$ cat src/hamming_15_11_decode_byte_pack_assert.svh
// Assertion macros for the Hamming decoder and byte packer
`ifndef HAMMING_15_11_DECODE_BYTE_PACK_ASSERT_SVH
`define HAMMING_15_11_DECODE_BYTE_PACK_ASSERT_SVH

// same-cycle implication
`define HDBP_ASSERT_IMPLY(label, clk, rst_n, ante, cons) \
    label: assert property (@(posedge clk) disable iff (!rst_n) (ante) |-> (cons)) \
        else $error("assertion failed");

// next-cycle implication
`define HDBP_ASSERT_NEXT(label, clk, rst_n, ante, cons) \
    label: assert property (@(posedge clk) disable iff (!rst_n) (ante) |=> (cons)) \
        else $error("assertion failed");

`endif

$ cat src/hdbp_pkg.sv
`default_nettype none

package hdbp_pkg;

    localparam int CW_BITS   = 15;
    localparam int DATA_BITS = 11;
    localparam int BYTE_BITS = 8;
    localparam int SYN_BITS  = 4;
    localparam int LEFT_BITS = 7;
    localparam int ACC_BITS  = LEFT_BITS + DATA_BITS;
    localparam int CNT_BITS  = 5;

    typedef struct packed {
        logic [DATA_BITS-1:0] data;
        logic [SYN_BITS-1:0]  syndrome;
        logic                 stream_end;
    } entry_t;

    typedef struct packed {
        logic                busy;
        logic [CNT_BITS-1:0] bit_count;
    } pack_status_t;

    function automatic logic [SYN_BITS-1:0] calc_syndrome(input logic [CW_BITS-1:0] cw);
        logic [SYN_BITS-1:0] s;
        s = '0;
        for (int k = 0; k < CW_BITS; k++) begin
            if (cw[k]) begin
                s = s ^ SYN_BITS'(k + 1);
            end
        end
        return s;
    endfunction

    function automatic logic [DATA_BITS-1:0] extract_data(input logic [CW_BITS-1:0] cw);
        logic [DATA_BITS-1:0] d;
        d = '0;
        for (int p = 1; p <= CW_BITS; p++) begin
            if ((p & (p - 1)) != 0) begin
                d = {d[DATA_BITS-2:0], cw[p-1]};
            end
        end
        return d;
    endfunction

    function automatic entry_t decode(input logic [CW_BITS-1:0] cw, input logic last);
        entry_t               e;
        logic [SYN_BITS-1:0]  s;
        logic [CW_BITS-1:0]   fixed;
        s     = calc_syndrome(cw);
        fixed = cw;
        if (s != '0) begin
            fixed = cw ^ (CW_BITS'(1) << (s - SYN_BITS'(1)));
        end
        e.data       = extract_data(fixed);
        e.syndrome   = s;
        e.stream_end = last;
        return e;
    endfunction

endpackage

`default_nettype wire

$ cat src/hdbp_front.sv
`default_nettype none

module hdbp_front (
    input  wire logic                          clk,
    input  wire logic                          rst_n,
    input  wire logic                          in_valid,
    output logic                               in_ready,
    input  wire logic [hdbp_pkg::CW_BITS-1:0]  codeword,
    input  wire logic                          stream_end,
    output logic                               push_valid,
    input  wire logic                          push_ready,
    output hdbp_pkg::entry_t                   push_entry
);

    logic             valid_reg;
    logic             valid_next;
    hdbp_pkg::entry_t entry_reg;
    logic             accept;

    assign in_ready   = !valid_reg || push_ready;
    assign accept     = in_valid && in_ready;
    assign push_valid = valid_reg;
    assign push_entry = entry_reg;

    always_comb begin
        valid_next = valid_reg;
        if (accept) begin
            valid_next = 1'b1;
        end else if (push_ready) begin
            valid_next = 1'b0;
        end
    end

    always_ff @(posedge clk or negedge rst_n) begin
        if (!rst_n) begin
            valid_reg <= 1'b0;
        end else begin
            valid_reg <= valid_next;
        end
    end

    always_ff @(posedge clk) begin
        if (accept) begin
            entry_reg <= hdbp_pkg::decode(codeword, stream_end);
        end
    end

endmodule

`default_nettype wire

$ cat src/hdbp_queue.sv
`default_nettype none

module hdbp_queue #(
    parameter int DEPTH = 2
) (
    input  wire logic              clk,
    input  wire logic              rst_n,
    input  wire logic              wr_valid,
    output logic                   wr_ready,
    input  wire hdbp_pkg::entry_t  wr_entry,
    output logic                   rd_valid,
    input  wire logic              rd_ready,
    output hdbp_pkg::entry_t       rd_entry,
    output logic [$clog2(DEPTH+1)-1:0] fill
);

    localparam int PTR_W = $clog2(DEPTH);
    localparam int CNT_W = $clog2(DEPTH + 1);

    hdbp_pkg::entry_t mem [DEPTH];
    logic [PTR_W-1:0] wr_ptr_reg;
    logic [PTR_W-1:0] rd_ptr_reg;
    logic [CNT_W-1:0] count_reg;
    logic [CNT_W-1:0] count_next;
    logic             do_wr;
    logic             do_rd;

    assign wr_ready = count_reg != CNT_W'(DEPTH);
    assign rd_valid = count_reg != '0;
    assign rd_entry = mem[rd_ptr_reg];
    assign do_wr    = wr_valid && wr_ready;
    assign do_rd    = rd_valid && rd_ready;
    assign fill     = count_reg;

    always_comb begin
        count_next = count_reg;
        if (do_wr && !do_rd) begin
            count_next = count_reg + CNT_W'(1);
        end else if (do_rd && !do_wr) begin
            count_next = count_reg - CNT_W'(1);
        end
    end

    always_ff @(posedge clk or negedge rst_n) begin
        if (!rst_n) begin
            wr_ptr_reg <= '0;
            rd_ptr_reg <= '0;
            count_reg  <= '0;
        end else begin
            count_reg <= count_next;
            if (do_wr) begin
                wr_ptr_reg <= (wr_ptr_reg == PTR_W'(DEPTH - 1)) ? '0 : wr_ptr_reg + PTR_W'(1);
            end
            if (do_rd) begin
                rd_ptr_reg <= (rd_ptr_reg == PTR_W'(DEPTH - 1)) ? '0 : rd_ptr_reg + PTR_W'(1);
            end
        end
    end

    always_ff @(posedge clk) begin
        if (do_wr) begin
            mem[wr_ptr_reg] <= wr_entry;
        end
    end

endmodule

`default_nettype wire

$ cat src/hdbp_back.sv
`default_nettype none

module hdbp_back (
    input  wire logic                           clk,
    input  wire logic                           rst_n,
    input  wire logic                           pop_valid,
    output logic                                pop_ready,
    input  wire hdbp_pkg::entry_t               pop_entry,
    output logic                                out_valid,
    input  wire logic                           out_ready,
    output logic [hdbp_pkg::BYTE_BITS-1:0]      data_byte,
    output logic [hdbp_pkg::SYN_BITS-1:0]       syndrome,
    output logic                                run_last,
    output logic                                final_byte,
    output hdbp_pkg::pack_status_t              status
);

    localparam int AW = hdbp_pkg::ACC_BITS;
    localparam int CW = hdbp_pkg::CNT_BITS;
    localparam int LW = hdbp_pkg::LEFT_BITS;
    localparam int BW = hdbp_pkg::BYTE_BITS;

    logic [AW-1:0]                    acc_reg, acc_next;
    logic [CW-1:0]                    n_reg, n_next;
    logic [hdbp_pkg::SYN_BITS-1:0]    syn_reg;
    logic                             end_reg;
    logic                             busy_reg, busy_next;
    logic                             out_valid_reg, out_valid_next;
    logic [BW-1:0]                    byte_reg;
    logic [hdbp_pkg::SYN_BITS-1:0]    osyn_reg;
    logic                             last_reg;
    logic                             final_reg;

    logic          advance;
    logic          emit;
    logic          full;
    logic [CW-1:0] n_after;
    logic [BW-1:0] byte_full;
    logic [BW-1:0] byte_pad;
    logic          last;
    logic          finish;
    logic          take;
    logic [LW-1:0] left_bits;
    logic [2:0]    left_cnt;

    assign advance   = !out_valid_reg || out_ready;
    assign emit      = busy_reg && advance;
    assign full      = n_reg >= CW'(BW);
    assign n_after   = full ? n_reg - CW'(BW) : '0;
    assign byte_full = BW'(acc_reg >> (n_reg - CW'(BW)));
    assign byte_pad  = acc_reg[BW-1:0] << (4'(BW) - {1'b0, n_reg[2:0]});
    assign last      = !full || ((n_after < CW'(BW)) && !(end_reg && n_after != '0));
    assign finish    = emit && last;
    assign pop_ready = !busy_reg || finish;
    assign take      = pop_valid && pop_ready;

    always_comb begin
        left_bits = acc_reg[LW-1:0];
        left_cnt  = n_reg[2:0];
        if (finish) begin
            if (end_reg) begin
                left_bits = '0;
                left_cnt  = '0;
            end else begin
                left_bits = acc_reg[LW-1:0] & ~(LW'({LW{1'b1}}) << n_after[2:0]);
                left_cnt  = n_after[2:0];
            end
        end
    end

    always_comb begin
        acc_next  = acc_reg;
        n_next    = n_reg;
        busy_next = busy_reg;
        if (take) begin
            acc_next  = {left_bits, pop_entry.data};
            n_next    = CW'(left_cnt) + CW'(hdbp_pkg::DATA_BITS);
            busy_next = 1'b1;
        end else if (finish) begin
            acc_next  = AW'(left_bits);
            n_next    = CW'(left_cnt);
            busy_next = 1'b0;
        end else if (emit) begin
            n_next = n_after;
        end
    end

    always_comb begin
        out_valid_next = out_valid_reg;
        if (advance) begin
            out_valid_next = emit;
        end
    end

    always_ff @(posedge clk or negedge rst_n) begin
        if (!rst_n) begin
            acc_reg       <= '0;
            n_reg         <= '0;
            busy_reg      <= 1'b0;
            out_valid_reg <= 1'b0;
        end else begin
            acc_reg       <= acc_next;
            n_reg         <= n_next;
            busy_reg      <= busy_next;
            out_valid_reg <= out_valid_next;
        end
    end

    always_ff @(posedge clk) begin
        if (take) begin
            syn_reg <= pop_entry.syndrome;
            end_reg <= pop_entry.stream_end;
        end
        if (emit) begin
            byte_reg  <= full ? byte_full : byte_pad;
            osyn_reg  <= syn_reg;
            last_reg  <= last;
            final_reg <= last && end_reg;
        end
    end

    assign out_valid        = out_valid_reg;
    assign data_byte        = byte_reg;
    assign syndrome         = osyn_reg;
    assign run_last         = last_reg;
    assign final_byte       = final_reg;
    assign status.busy      = busy_reg;
    assign status.bit_count = n_reg;

endmodule

`default_nettype wire

$ cat src/hamming_15_11_decode_byte_pack.sv
// Hamming (15,11) decoder with byte packing.
// Input channel (in_valid/in_ready): one 15-bit codeword per item, bit 0 is
// position 1, plus stream_end on the last codeword of a stream.
// Output channel (out_valid/out_ready): one byte per item, first stream bit
// in bit 7, with the codeword's syndrome, run_last on the last byte of a
// codeword and final_byte on the last byte of the stream.
// Each codeword yields one to three bytes; a stream_end codeword flushes the
// partial byte, left-aligned and zero-padded.
// The front stage corrects and extracts the data bits into a register and pushes
// them into a QUEUE_DEPTH-entry queue; the packer pops one entry and emits
// one byte per cycle into the output register while the receiver does not hold it.
// The first byte of a codeword passes the front register, the queue, the
// packer accumulator and the output register. Throughput: one byte per cycle
// at the output port while the queue has entries and out_ready is high.
// When the receiver stalls, the output register holds, the packer stops and
// the queue and front stage fill before in_ready drops.
// Reset empties the queue and clears the pending bits and their count.
`default_nettype none

`include "hamming_15_11_decode_byte_pack_assert.svh"

module hamming_15_11_decode_byte_pack #(
    parameter int QUEUE_DEPTH = 2
) (
    input  wire logic                              clk,
    input  wire logic                              rst_n,
    input  wire logic                              in_valid,
    output logic                                   in_ready,
    input  wire logic [hdbp_pkg::CW_BITS-1:0]      codeword,
    input  wire logic                              stream_end,
    output logic                                   out_valid,
    input  wire logic                              out_ready,
    output logic [hdbp_pkg::BYTE_BITS-1:0]         data_byte,
    output logic [hdbp_pkg::SYN_BITS-1:0]          syndrome,
    output logic                                   run_last,
    output logic                                   final_byte
);

    logic                               push_valid;
    logic                               push_ready;
    hdbp_pkg::entry_t                   push_entry;
    logic                               pop_valid;
    logic                               pop_ready;
    hdbp_pkg::entry_t                   pop_entry;
    logic [$clog2(QUEUE_DEPTH+1)-1:0]   fill;
    hdbp_pkg::pack_status_t             status;

    hdbp_front u_front (
        .clk        (clk),
        .rst_n      (rst_n),
        .in_valid   (in_valid),
        .in_ready   (in_ready),
        .codeword   (codeword),
        .stream_end (stream_end),
        .push_valid (push_valid),
        .push_ready (push_ready),
        .push_entry (push_entry)
    );

    hdbp_queue #(
        .DEPTH (QUEUE_DEPTH)
    ) u_queue (
        .clk      (clk),
        .rst_n    (rst_n),
        .wr_valid (push_valid),
        .wr_ready (push_ready),
        .wr_entry (push_entry),
        .rd_valid (pop_valid),
        .rd_ready (pop_ready),
        .rd_entry (pop_entry),
        .fill     (fill)
    );

    hdbp_back u_back (
        .clk        (clk),
        .rst_n      (rst_n),
        .pop_valid  (pop_valid),
        .pop_ready  (pop_ready),
        .pop_entry  (pop_entry),
        .out_valid  (out_valid),
        .out_ready  (out_ready),
        .data_byte  (data_byte),
        .syndrome   (syndrome),
        .run_last   (run_last),
        .final_byte (final_byte),
        .status     (status)
    );

    `HDBP_ASSERT_IMPLY(a_final_is_last, clk, rst_n, out_valid && final_byte, run_last)
    `HDBP_ASSERT_IMPLY(a_idle_leftover, clk, rst_n, !status.busy,
        status.bit_count < 5'(hdbp_pkg::BYTE_BITS))
    `HDBP_ASSERT_NEXT(a_stream_flushed, clk, rst_n,
        u_back.finish && u_back.end_reg && !u_back.take, status.bit_count == '0)
    `HDBP_ASSERT_IMPLY(a_queue_bound, clk, rst_n, 1'b1,
        fill <= ($clog2(QUEUE_DEPTH+1))'(QUEUE_DEPTH))

endmodule

`default_nettype wire

$ cat config.mk
export PLATFORM = sky130hd
export DESIGN_NAME = hamming_15_11_decode_byte_pack
export DESIGN_NICKNAME = d
export VERILOG_FILES = /design/src/hdbp_pkg.sv /design/src/hdbp_front.sv /design/src/hdbp_queue.sv /design/src/hdbp_back.sv /design/src/hamming_15_11_decode_byte_pack.sv
export VERILOG_INCLUDE_DIRS = /design/src /design/src/src
export SDC_FILE = /design/constraint.sdc
export NUM_CORES = 1
export LEC_CHECK = 0
export BUFFER_PORTS_ARGS = -buffer_cell sky130_fd_sc_hd__buf_4
export CAP_MARGIN = 25
export CORE_ASPECT_RATIO = 1.5
export CORE_MARGIN = 2
export CORE_UTILIZATION = 50
export CTS_BUF_LIST = sky130_fd_sc_hd__clkbuf_16
export DETAILED_ROUTE_END_ITERATION = 8
export PLACE_DENSITY = 0.68
export SLEW_MARGIN = 0
export SYNTH_ARGS = -nofsm -noshare
export SYNTH_HDL_FRONTEND = slang
export SYNTH_SLANG_ARGS = --single-unit
$ cat constraint.sdc
create_clock -name clk -period 3.7 [get_ports clk]
set_clock_uncertainty 0.15 [all_clocks]
set_input_delay 0.555 -clock clk [delete_from_list [all_inputs] [get_ports clk]]
set_output_delay 0.555 -clock clk [all_outputs]
set_load 0.05 [all_outputs]
After elaboration in Yosys (flattened, before gate mapping) --
Memories as Yosys holds them, arrays and structs flattened. Cells that the tools add are included.
Storage, ports and cells: bits in writable memories 32, logic and storage cells 130, output and inout port bits 16, register bits 65, input port bits 20, memories 1
Memory list:
- u_queue.mem | words 2, width 16, read ports 1, clocked after Yosys merged registers in 0, wr ports 1, line hdbp_queue.sv:20 | hdbp_pkg::entry_t mem [DEPTH];
Operators by class: bitwise logic cells 17, equal/unequal tests 1, add/subtract/negate cells 8, reduce and logical (&&, ||, !) cells 28, shift-type cells 4, magnitude comparators 2, multiplexer cells 52
Operators with widths (number):
- $mux 4 | 23
- $mux 18 | 2
- $mux 5 | 4
- $mux 3 | 6
- $shr 18x5->8 | 1
- $mux 15 | 1
- $shl 1x4->15 const A | 1
- $xor 15x15->15 | 1
- $mux 7 | 2
- $not 2->2 | 6
- $not 3->3 | 4
- $logic_and 1x1->1 | 10
- $mux 1 | 9
- $mux 2 | 4
- $mux 8 | 1
- $reduce_bool 2->1 | 4
- $shl 8x4->8 | 1
- $and 7x7->7 | 1
- $logic_not 1->1 | 7
- $not 7->7 | 1
- $shl 7x3->7 const A | 1
- $add 3x4->5 const B | 1
- $ge 5x4->1 const B | 1
- $lt 5x4->1 const B | 1
- 13 further kinds | 19

Depth between registers and ports, before layout --
depth after elaboration 50, mapped depth 16, gate-level depth less buffers 11

Modules after synthesis --
From an unflattened synthesis, not the netlist that was laid out.
Second synthesis, totals: cell total of the unflattened synthesis 415, area total of the unflattened synthesis 5401.4 um2
By module, submodules not included:
- hdbp_back | cells each 279, area an instance 2959.1 um2, sequential area each 1196.1 um2, instances 1
- hdbp_queue | cells each 68, area an instance 1402.6 um2, sequential area each 1061.0 um2, instances 1
- hdbp_front | cells each 68, area an instance 1039.7 um2, sequential area each 505.5 um2, instances 1

Worst setup path after synthesis --
No wires, ideal clock.
path type reg-to-reg, start register u_back.n_reg[1], end register u_queue.count_reg[1] (netlist: u_queue.fill[1]), setup time 0.079 ns, cell stages (with the launch flop) 17, period minus slack after synthesis 3.338 ns, slack 0.362 ns, data required time 3.471 ns, path buffers 5, arrival 3.109 ns, path through dfrtp_1 > buf_2 > buf_2 > clkbuf_1 > inv_1 > ha_1 > nor4bb_1 > o22a_1 > o21ai_1 > and2_1 > buf_2 > inv_2 > buf_2 > ha_1 > xor2_1 > nor2_1 > xor2_1
On the way: cells in the longest elaborated chain, start to end 13, elaborated cells between the ends (all ways) 18, those cells by class 1 x add/sub; 2 x order compare; 2 x mux; 13 x reduce/logical
Ends and longest elaborated chain:
- start: declaration | line hdbp_back.sv:24 | logic [CW-1:0] n_reg, n_next;
- start signal: assignment | line hdbp_back.sv:103 | n_reg <= n_next;
- parallel branches: the longest is 6 deep, another holds $sub 5x4->5
- $logic_or 1x1->1 (*) | line hdbp_back.sv:52 | assign last = !full || ((n_after < CW'(BW)) && !(end_reg && n_after != '0));
- $logic_and 1x1->1 (*) | line hdbp_back.sv:53 | assign finish = emit && last;
- $logic_or 1x1->1 (*) | line hdbp_back.sv:54 | assign pop_ready = !busy_reg || finish;
- $logic_and 1x1->1 (*) | line hdbp_queue.sv:32 | assign do_rd = rd_valid && rd_ready;
- $logic_not 1->1 | line hdbp_queue.sv:37 | if (do_wr && !do_rd) begin
- $logic_and 1x1->1 | line hdbp_queue.sv:37
- $mux 2 or $reduce_bool 2->1 (tied branches)
- end signal: assignment | line hdbp_queue.sv:50 | count_reg <= count_next;
- end: declaration | line hdbp_queue.sv:23 | logic [CNT_W-1:0] count_reg;
Every way passes the cells marked *. A chain may end at the register's enable or synchronous reset.

Final worst setup path --
start register u_back.n_reg[0], end register u_queue.count_reg[1] (netlist: u_queue.fill[1])
Same word-level chain as after synthesis.

==> metrics.txt <==
Clk Tree Root Cell clkbuf_16; CP Launch Type register; worst slew pin tran about 0.84 ns; CTS resizes 0; setup violators final 0; RSZ-0062 raised after global routing false; vias per cell 5.91; Filler cells approximately 800; nets@finish 480; cell family with most CP delay simple AND/OR/NAND/NOR gates; initial antenna violation count 0; Die ar. around 11000 sq um; CTS tree yes; worst path bufs/invs 2; synth warn 0; Post-Syn Area approximately 5200 sq um; first-pass GRT wire length about 17 mm; leak pwr around 2.2 nW; commonest cells after routing, fill and taps aside 67 x edfxtp_1, 44 x buf_4, 36 x nand2_1, 30 x dfrtp_1, 28 x o21ai_0; Core Area between 10000 and 15000 sq um; wire length after detailed routing ~11 mm; Hold WC Path Type in2async; setup repair bufs after CTS 0; Async SR Flop Fraction 0.309; Iter 0 DRT Violations ~200; Initial Util 0.514; Place WS between 0.4 and 0.5 ns; cts hold-fix bufs 0; Final Cycle Share 0.808; Slew HR 0.443; Clk pin slew, worst setup/hold paths around 0.070 ns; failing checks hold timing; worst-path fanout max 17; syn_area_per_cell 12.4 sq um; commonest non-fill, non-tap cell in the layout edfxtp_1; syn nets 446; Top FF cell, synth edfxtp_1; # placed instances 585; H-Tree Depth 3; number of global-route vias before repair approximately 3500; drt pass-1 iters 5; fmax roughly 330 MHz; WP data required around 3.8 ns; Power Density roughly 990 nW/um^2; share of cells above drive strength 1 0.232; fin. max-slew vios 0; Die Ht ~130 microns; Pwr Total about 5.9 mW; diode count 0; Worst-Skew Late Latency approximately 0.34 ns; sequential share of the synthesized area 0.527; EDFF count, synth 67; Tmin final 2.99 ns; DRC 0; wire per inst approximately 18 microns; DIE WIDTH between 80 and 90 microns; PortBufs 35; Setup TNS 0 ns; Max Cap Viol 0; Seq cells post-synth just under 100; Final Hold Viols 19; Synth Instances 422; clock tree sinks 97; Worst path slowest cell dfrtp_1; Multi-input gate area roughly 2300 sq um; hold_ws -0.00739 ns; Total Routing Usage GR 0.202; Final HPWL DP 7.88 mm; worst setup path class reg2reg; register area approximately 2800 sq um; Largest register FFs 32; synthesis-to-layout area growth 14.1%; total gr overflow 0; row count 45; Worst EP arrival 3.06 ns; CTS buffer count 9; synth unique cells 60; GPL Wtd Cong between 0.9 and 1; largest net degree at the start of global routing 32; worst path cell trace inv_1 -> ha_1 -> nor4bb_1 -> o22a_1 -> o21ai_1 -> and2_1 -> inv_2 -> ha_1 -> xor2_1 -> nor2_1 -> xor2_1; total number of vias 3558; maximum VDD drop 368 uV; Non-Filler Instances 602; Worst path max stage delay 0.38 ns; clk buf depth 2; antenna-violating nets left 0; status finished, violations left; final setup margin around 0.71 ns; critical path endpoint category register; I/O pins 36
-- logic make-up (layout without fill, tap and decap cells) --
kind of cell	after synthesis	in the layout	synth area share
AOI/OAI and AO/OA	105	105	0.133
xor gates and xnor gates	33	33	0.0728
adders and majority gates	4	4	0.00955
buffers and inverters	40	79	0.0322
DFF	97	97	0.527
muxes	47	47	0.129
and+or+nand+nor	96	96	0.0967
-- area by class of cell --
| class | count | share of cell area |
|---|---|---|
| inverters | 19 | 0.0123 |
| clock buffers | 9 | 0.0377 |
| repair buffers | 44 | 0.0552 |
| multi-input cells | 285 | 0.386 |
| flip-flops and latches | 97 | 0.462 |
| clock inverters | 7 | 0.0169 |
| well taps | 141 | 0.0295 |
-- metal layers --
| layer | wire length [microns] | track usage | up-vias |
|---|---|---|---|
| met1 | 3950 | 0.221 | 1753 |
| met4 | 495 | 0.119 | 0 |
| met3 | 337 | 0.0376 | 32 |
| li1 | - | - | 1669 |
| met2 | 5860 | 0.359 | 104 |
| met5 | 0 | 0 | - |
-- metrics by stage --
| step | area [sq um] | utilization |
|---|---|---|
| 6_report | 5980 | 0.587 |
| 5_1_grt | 5980 | 0.587 |
| 4_1_cts | 5970 | 0.586 |
| 3_5_place_dp | 5650 | 0.554 |
| 3_3_place_gp | 5650 | 0.554 |
| 2_1_floorplan | 5240 | - |
-- cells in the mapped netlist, drive strengths merged, types with 3 or more instances --
cell	n	area, sq um
a211oi	6	45.0
xor2	9	93.8
and2	5	31.3
a21oi	12	60.1
xnor3	3	70.1
edfxtp	67	2010
o21ai	34	170
nand4	5	31.3
nand2	36	135
a211o	4	35.0
ha	4	50.1
o211ai	4	30.0
o2bb2ai	4	35.0
clkbuf	14	62.6
o22a	4	35.0
mux2	14	158
nand2b	7	43.8
nand3	6	30.0
inv	19	73.8
mux2i	18	180
nor4	4	58.8
nor3	3	15.0
nor2	15	56.3
o22ai	10	62.6
mux4	15	338
o31ai	6	45.0
a22oi	7	52.6
xnor2	21	218
nor2b	5	31.3
buf	7	32.5
a32o	3	30.0
dfrtp	30	751
-- path summary, 6_finish.rpt --
path	start	endpoint	cells past startpoint	slack [ns]
max	u_back.n_reg[0]	u_queue.fill[1]	11	0.71
min	rst_n	u_back.acc_reg[0]	1	-0.007
max reg2reg	u_back.n_reg[0]	u_queue.fill[1]	11	0.71
min reg2reg	u_back.syn_reg[1]	u_back.syndrome[1]	0	0.28
max in group asynchronous	rst_n	u_back.acc_reg[9]	1	3.10
min in group clk	stream_end	u_front.push_entry[0]	1	0.24
-- where the power goes --
part | internal (mW) | total [mW] | switching (mW)
clock | 0.546 | 0.987 | 0.441
combinational | 1.19 | 2.95 | 1.76
sequential | 1.70 | 2.01 | 0.313
total | 3.43 | 5.95 | 2.51
Power figures use the tool's default switching activity.
